## src/hw/rtl/sct_pkg.sv

```systemverilog
package sct_pkg;

   localparam int TOKEN_SLOTS = 64;
   localparam int IdxW = 6;
   localparam int CntW = ($clog2(TOKEN_SLOTS) > IdxW) ? $clog2(TOKEN_SLOTS) : IdxW;

   localparam logic [7:0] CH_NUL   = 8'h00;
   localparam logic [7:0] CH_TAB   = 8'h09;
   localparam logic [7:0] CH_SPACE = 8'h20;
   localparam logic [7:0] CH_DQ    = 8'h22;
   localparam logic [7:0] CH_AMP   = 8'h26;
   localparam logic [7:0] CH_SQ    = 8'h27;
   localparam logic [7:0] CH_SEMI  = 8'h3B;
   localparam logic [7:0] CH_LT    = 8'h3C;
   localparam logic [7:0] CH_GT    = 8'h3E;
   localparam logic [7:0] CH_PIPE  = 8'h7C;

   typedef enum logic [2:0] {
      KIND_WORD = 3'd0,
      KIND_PIPE = 3'd1,
      KIND_OUT  = 3'd2,
      KIND_APP  = 3'd3,
      KIND_IN   = 3'd4,
      KIND_BG   = 3'd5,
      KIND_SEMI = 3'd6,
      KIND_END  = 3'd7
   } kind_type;

   typedef struct packed {
      kind_type        kind;
      logic [7:0]      text_byte;
      logic            has_byte;
      logic            done;
      logic [IdxW-1:0] index;
      logic            last;
   } rsp_type;

   function automatic rsp_type make_rsp(kind_type kind, logic [7:0] text_byte,
                                        logic has_byte, logic done,
                                        logic [CntW-1:0] count);
      rsp_type r;
      r.kind      = kind;
      r.text_byte = has_byte ? text_byte : 8'h00;
      r.has_byte  = has_byte;
      r.done      = done;
      r.index     = count[IdxW-1:0];
      r.last      = 1'b0;
      return r;
   endfunction

   function automatic logic is_sep(logic [7:0] b);
      return (b == CH_SPACE) || (b == CH_TAB);
   endfunction

   function automatic logic is_single_op(logic [7:0] b);
      return (b == CH_PIPE) || (b == CH_LT) || (b == CH_AMP) || (b == CH_SEMI);
   endfunction

   function automatic kind_type single_op_kind(logic [7:0] b);
      kind_type k;
      case (b)
         CH_PIPE: k = KIND_PIPE;
         CH_LT:   k = KIND_IN;
         CH_AMP:  k = KIND_BG;
         CH_SEMI: k = KIND_SEMI;
         default: k = KIND_WORD;
      endcase
      return k;
   endfunction

endpackage

```

## src/hw/rtl/shell_command_tokenizer_unit.sv

```systemverilog
// Streaming command-line lexer. One byte enters per req transaction on
// req_char_code; a zero byte ends the line. Each byte yields zero, one or two
// rsp transactions (token kind, word byte, done flag, token index, and a flag
// on the last result that byte caused).
// Results of a byte are registered and presented in the cycle after it is accepted.
// Throughput: one byte per cycle while each byte yields at most one result
// and rsp_stall is low; a byte that yields two results holds the single-wide
// result port until both are taken. All lexing is one pass of compare logic
// from the mode, quote and token-count registers into a two-entry result buffer.
// req_stall rises while the result buffer cannot take a full byte's results:
// with two results waiting, or one waiting while rsp_stall is high.
// A stalled rsp transaction holds its payload until taken.
// After 63 tokens on a line, bytes are dropped until the zero byte.
// Reset (synchronous) returns the lexer to idle between tokens with a zero
// token count and empties the result buffer.
module shell_command_tokenizer_unit (
   input  logic       clock,
   input  logic       reset,
   input  logic       req_valid,
   output logic       req_stall,
   input  logic [7:0] req_char_code,
   output logic       rsp_valid,
   input  logic       rsp_stall,
   output logic [2:0] rsp_token_kind,
   output logic [7:0] rsp_text_byte,
   output logic       rsp_has_byte,
   output logic       rsp_token_done,
   output logic [5:0] rsp_token_index,
   output logic       rsp_last_in_step
);

   typedef enum logic [2:0] {
      MODE_IDLE,
      MODE_WORD,
      MODE_QUOTE,
      MODE_GT,
      MODE_DROP
   } mode_type;

   localparam logic [sct_pkg::CntW-1:0] LimitCnt = sct_pkg::CntW'(sct_pkg::TOKEN_SLOTS - 1);
   localparam logic [sct_pkg::CntW-1:0] OneCnt   = sct_pkg::CntW'(1);

   mode_type                  mode_ff, mode_in;
   logic                      quote_dq_ff, quote_dq_in;
   logic [sct_pkg::CntW-1:0]  cnt_ff, cnt_in;

   sct_pkg::rsp_type          buf_ff [2];
   sct_pkg::rsp_type          buf_in [2];
   logic [1:0]                fill_ff, fill_in;

   sct_pkg::rsp_type          res [2];
   logic [1:0]                n_res;

   logic req_take, rsp_take;

   assign rsp_valid = (fill_ff != 2'd0);
   assign req_stall = (fill_ff == 2'd2) || ((fill_ff == 2'd1) && rsp_stall);
   assign req_take  = req_valid && !req_stall;
   assign rsp_take  = rsp_valid && !rsp_stall;

   // Lexer step for the byte on the input port.
   always_comb begin
      logic [7:0] b;
      mode_type   eff_mode;
      logic       go_idle;
      logic       quote_hit;

      b        = req_char_code;
      mode_in  = mode_ff;
      quote_dq_in = quote_dq_ff;
      cnt_in   = cnt_ff;
      n_res    = 2'd0;
      go_idle  = 1'b0;
      res[0]   = '0;
      res[1]   = '0;

      eff_mode  = ((mode_ff == MODE_IDLE) && (cnt_ff >= LimitCnt)) ? MODE_DROP : mode_ff;
      quote_hit = quote_dq_ff ? (b == sct_pkg::CH_DQ) : (b == sct_pkg::CH_SQ);

      case (eff_mode)
         MODE_WORD, MODE_QUOTE: begin
            if (b == sct_pkg::CH_NUL) begin
               res[n_res[0]] = sct_pkg::make_rsp(sct_pkg::KIND_WORD, 8'h00, 1'b0, 1'b1,
                                                 cnt_in);
               n_res  = n_res + 2'd1;
               cnt_in = cnt_in + OneCnt;
            end else if ((eff_mode == MODE_WORD) ? (sct_pkg::is_sep(b) ||
                         (b == sct_pkg::CH_GT) || sct_pkg::is_single_op(b)) : quote_hit) begin
               res[n_res[0]] = sct_pkg::make_rsp(sct_pkg::KIND_WORD, 8'h00, 1'b0, 1'b1,
                                                 cnt_in);
               n_res   = n_res + 2'd1;
               cnt_in  = cnt_in + OneCnt;
               mode_in = (cnt_in >= LimitCnt) ? MODE_DROP : MODE_IDLE;
               // a closing quote is consumed; a word delimiter is then handled as a byte between tokens
               go_idle = (eff_mode == MODE_WORD) && (cnt_in < LimitCnt);
            end else begin
               res[n_res[0]] = sct_pkg::make_rsp(sct_pkg::KIND_WORD, b, 1'b1, 1'b0, cnt_in);
               n_res = n_res + 2'd1;
            end
         end
         MODE_GT: begin
            if (b == sct_pkg::CH_GT) begin
               res[n_res[0]] = sct_pkg::make_rsp(sct_pkg::KIND_APP, 8'h00, 1'b0, 1'b1,
                                                 cnt_in);
               n_res   = n_res + 2'd1;
               cnt_in  = cnt_in + OneCnt;
               mode_in = (cnt_in >= LimitCnt) ? MODE_DROP : MODE_IDLE;
            end else begin
               res[n_res[0]] = sct_pkg::make_rsp(sct_pkg::KIND_OUT, 8'h00, 1'b0, 1'b1,
                                                 cnt_in);
               n_res  = n_res + 2'd1;
               cnt_in = cnt_in + OneCnt;
               if (b != sct_pkg::CH_NUL) begin
                  mode_in = (cnt_in >= LimitCnt) ? MODE_DROP : MODE_IDLE;
                  go_idle = (cnt_in < LimitCnt);
               end
            end
         end
         MODE_DROP: begin
            mode_in = MODE_DROP;
         end
         default: begin
            mode_in = MODE_IDLE;
            go_idle = (b != sct_pkg::CH_NUL);
         end
      endcase

      // byte arriving between tokens
      if (go_idle) begin
         if (sct_pkg::is_sep(b)) begin
            mode_in = MODE_IDLE;
         end else if (b == sct_pkg::CH_GT) begin
            mode_in = MODE_GT;
         end else if (sct_pkg::is_single_op(b)) begin
            res[n_res[0]] = sct_pkg::make_rsp(sct_pkg::single_op_kind(b), 8'h00, 1'b0, 1'b1,
                                              cnt_in);
            n_res   = n_res + 2'd1;
            cnt_in  = cnt_in + OneCnt;
            mode_in = (cnt_in >= LimitCnt) ? MODE_DROP : MODE_IDLE;
         end else if ((b == sct_pkg::CH_DQ) || (b == sct_pkg::CH_SQ)) begin
            mode_in     = MODE_QUOTE;
            quote_dq_in = (b == sct_pkg::CH_DQ);
         end else begin
            mode_in = MODE_WORD;
            res[n_res[0]] = sct_pkg::make_rsp(sct_pkg::KIND_WORD, b, 1'b1, 1'b0, cnt_in);
            n_res = n_res + 2'd1;
         end
      end

      if (b == sct_pkg::CH_NUL) begin
         res[n_res[0]] = sct_pkg::make_rsp(sct_pkg::KIND_END, 8'h00, 1'b0, 1'b1, cnt_in);
         n_res       = n_res + 2'd1;
         mode_in     = MODE_IDLE;
         quote_dq_in = 1'b0;
         cnt_in      = '0;
      end

      if (n_res == 2'd1) begin
         res[0].last = 1'b1;
      end
      if (n_res == 2'd2) begin
         res[1].last = 1'b1;
      end
   end

   // Result buffer: a new byte is taken only when the buffer drains this cycle.
   always_comb begin
      buf_in[0] = buf_ff[0];
      buf_in[1] = buf_ff[1];
      fill_in   = fill_ff;
      if (req_take) begin
         buf_in[0] = res[0];
         buf_in[1] = res[1];
         fill_in   = n_res;
      end else if (rsp_take) begin
         buf_in[0] = buf_ff[1];
         fill_in   = fill_ff - 2'd1;
      end
   end

   always_ff @(posedge clock) begin
      buf_ff[0] <= buf_in[0];
      buf_ff[1] <= buf_in[1];
      if (reset) begin
         mode_ff     <= MODE_IDLE;
         quote_dq_ff <= 1'b0;
         cnt_ff      <= '0;
         fill_ff     <= 2'd0;
      end else begin
         if (req_take) begin
            mode_ff     <= mode_in;
            quote_dq_ff <= quote_dq_in;
            cnt_ff      <= cnt_in;
         end
         fill_ff <= fill_in;
      end
   end

   assign rsp_token_kind   = buf_ff[0].kind;
   assign rsp_text_byte    = buf_ff[0].text_byte;
   assign rsp_has_byte     = buf_ff[0].has_byte;
   assign rsp_token_done   = buf_ff[0].done;
   assign rsp_token_index  = buf_ff[0].index;
   assign rsp_last_in_step = buf_ff[0].last;

endmodule
```

## config.mk

```make
export PLATFORM = sky130hd
export DESIGN_NAME = shell_command_tokenizer_unit
export DESIGN_NICKNAME = d
export VERILOG_FILES = /design/src/hw/rtl/sct_pkg.sv /design/src/hw/rtl/shell_command_tokenizer_unit.sv
export SDC_FILE = /design/constraint.sdc
export NUM_CORES = 1
export LEC_CHECK = 0
export BUFFER_PORTS_ARGS = -buffer_cell sky130_fd_sc_hd__buf_4
export CAP_MARGIN = 30
export CORE_MARGIN = 3
export CORE_UTILIZATION = 25
export DETAILED_ROUTE_END_ITERATION = 8
export HOLD_SLACK_MARGIN = 0.06
export PLACE_DENSITY = 0.39
export REMOVE_ABC_BUFFERS = 1
export SLEW_MARGIN = 15
export SYNTH_ARGS = -nofsm -noshare
export SYNTH_HDL_FRONTEND = slang
export SYNTH_SLANG_ARGS = --single-unit
```

## constraint.sdc

```tcl
create_clock -name clock -period 5.6 [get_ports clock]
set_input_delay 0.56 -clock clock [delete_from_list [all_inputs] [get_ports clock]]
set_output_delay 0.56 -clock clock [all_outputs]
set_load 0.01 [all_outputs]
```

==> results.sh <==
export IMPL_critical_path_required_ns=5.64
export IMPL_drc_errors=0
export IMPL_htree_levels=2
export IMPL_layout_common_cells="edfxtp_1 (40), nor2_1 (36), buf_4 (36), nand2_1 (34), a21oi_1 (21)"
export IMPL_start_util_pct=26.0
export IMPL_ir_drop_mv=0.119
export IMPL_hold_viol_final=0
export IMPL_clock_root_buffer="clkbuf_16"
export IMPL_path_max_fanout=8
export IMPL_maxSlewHeadroom_pct=41.6
export IMPL_r2r_slack_ns=2.18
export IMPL_grt_overflow=0
export IMPL_viasPerCell=5.25
export IMPL_ant_nets=0
export IMPL_grt_use_total_pct=12.6
export IMPL_wl_per_cell_um=17.7
export IMPL_drv_slew=0
export IMPL_synth_cell_type_count=86
export IMPL_grt_pass1_wl_mm=16.3
export IMPL_clkSinkCount=52
export IMPL_antenna_cells=0
export IMPL_cts_tree="yes"
export IMPL_grt_pass1_vias=2853
export IMPL_place_hpwl_mm=7.55
export IMPL_clock_latency_ns=0.29
export IMPL_cts_max_path_buffers=2
export IMPL_ys_async_sr_fraction_pct=0
export IMPL_synth_cell_area_um2=3680
export IMPL_die_y_um=127
export IMPL_fin_nets=413
export IMPL_synth_seq_area_share_pct=39.1
export IMPL_synthTopCellsByArea="edfxtp_1 (33%), dfxtp_1 (6.5%), buf_4 (3.9%), nor2_1 (3.7%), nand2_1 (3.5%)"
export IMPL_place_congestion=0.875
export IMPL_setup_violations=0
export IMPL_grt_max_degree=34
export IMPL_die_area_um2=16200
export IMPL_cp_arrival_ns=3.58
export IMPL_num_vias=3012
export IMPL_postCtsResizedCells=0
export IMPL_endpoint_kind="flip-flop"
export IMPL_synth_seq_cells=52
export IMPL_timing_final_crit_share_pct=63.2
export IMPL_die_width_um=127
export IMPL_first_pass_iters=5
export IMPL_antenna_found_initial=0
export IMPL_syn2layout_area_growth_pct=11.3
export IMPL_rsz0062_at_grt="false"
export IMPL_final_common_cell="edfxtp_1"
export IMPL_drive_gt1_share_pct=21.3
export IMPL_syn_inst=389
export IMPL_synth_edff_count=40
export IMPL_cts_made_buffers=5
export IMPL_power_density_nw_per_um2=309
export IMPL_max_freq_mhz=283
export IMPL_core_um2=14100
export IMPL_postCtsSetupRepairBufs=0
export IMPL_drtIter0Drc=247
export IMPL_worstSetupPathType="primary input to flip-flop"
export IMPL_finalSetupTns_ns=0
export IMPL_ioPinCount=34
export IMPL_num_rows=43
export IMPL_stdcell_count=574
export IMPL_dp_cells=566
export IMPL_hold_class="flip-flop to flip-flop"
export IMPL_crit_path_start_kind="primary input"
export IMPL_n_fill_cell=1466
export IMPL_holdBufCountCts=0
export IMPL_synth_top_area_share_pct=32.6
export IMPL_outcome="completed"
export IMPL_period_needed_ns=3.54
export IMPL_syn_avg_cell_area_um2=9.47
export IMPL_io_buffers=33
export IMPL_totalWireLength_mm=10.1
export IMPL_yosysTopAreaCell="edfxtp_1"
export IMPL_yosys_warnings=0
export IMPL_fin_skew_ns=0.00685
export IMPL_maxCapViolations=0
export IMPL_leakage_nw=1.46
export IMPL_synth_top_flop_cell="edfxtp_1"
export IMPL_worstMarginPinSlew_ns=0.867
export IMPL_clk_pin_slew_ns=0.07
stage by stage:
stage / util (%) / total power [mW] / area, um^2 / worst slack, ns / hold slack (ns)
after global routing: 29.0 / 1.34 / 4100 / 1.86 / 0.496
after CTS: 29.0 / 1.28 / 4100 / 2.06 / 0.475
after floorplan: - / 0.784 / 3430 / 2.26 / 0.435
after detailed placement: 27.9 / 0.964 / 3950 / 1.77 / 0.468
after global placement: 27.8 / 0.966 / 3930 / 1.82 / 0.455
final: 29.0 / 1.26 / 4100 / 2.06 / 0.477
flip-flops by register name, indices dropped and copies added (netlist names):
register and cells:
buf_ff 40, cnt_ff 6, mode_ff 3, fill_ff 2
quote_dq_ff 1
critical path, cell delays in order:
cell	delay [ns]
buf_4	0.14
or4_4	0.54
a211oi_4	0.31
nor2_2	0.17
a31oi_4	0.35
o21ai_2	0.17
xnor2_1	0.34
inv_1	0.08
ha_1	0.28
mux2_2	0.29
a221oi_1	0.28
nor2_1	0.06
metal layers:
layer  global-route usage [%]  up-vias  wire [um]
li1                         -     1428          -
met2                     19.8      114       4700
met4                     4.29        0        251
met5                        0        -          0
met1                     18.0     1454       4650
met3                     1.63       16        534
power by group:
part / switching (mW) / leakage [nW] / internal [mW] / total, mW
Clock: 0.144 / 0.0671 / 0.167 / 0.311
Sequential: 0.0249 / 0.501 / 0.507 / 0.532
Combinational: 0.263 / 0.888 / 0.158 / 0.421
cell usage after synthesis (4+ instances only):
cell type	count
edfxtp_1	40
nor2_1	36
nand2_1	34
a21oi_1	21
buf_4	19
o21ai_0	18
inv_1	16
clkbuf_1	13
dfxtp_1	12
nand3_1	11
and2_1	9
ha_1	8
a22o_1	7
buf_2	7
nand2b_1	6
xnor2_1	6
and3_1	5
nor3_1	5
nor3_2	4
o211ai_1	4
o31ai_1	4
xor2_1	4
logic make-up (layout without fill, tap and decap cells):
| kind of cell | after synthesis | after routing | synth area share (%) |
|---|---|---|---|
| and+or+nand+nor | 144 | 144 | 21.9 |
| AOI/OAI and AO/OA | 113 | 113 | 24.0 |
| buffers and inverters | 58 | 63 | 8.56 |
| DFF | 52 | 52 | 39.1 |
| xor gates and xnor gates | 11 | 11 | 2.82 |
| adders and majority gates | 8 | 8 | 2.72 |
| muxes | 3 | 3 | 0.849 |
worst paths after layout:
check | start | endpoint | cells after the start
min reg2reg | quote_dq_ff | quote_dq_ff | 2
max reg2reg | mode_ff[0] | buf_ff[0][3] | 10
min | quote_dq_ff | quote_dq_ff | 2
max | req_char_code[4] | buf_ff[0][2] | 12
layout make-up:
| cell class | instances | area, um^2 | area share, % |
|---|---|---|---|
| timing repair buffer | 38 | 293 | 7.15 |
| clock inverter | 2 | 16.3 | 0.397 |
| tap | 180 | 225 | 5.50 |
| multi-input combinational | 279 | 1930 | 47.1 |
| inverter | 17 | 63.8 | 1.56 |
| sequential | 52 | 1440 | 35.2 |
| clock buffer | 6 | 129 | 3.15 |
Note: power is estimated with default switching activity, not from simulation.
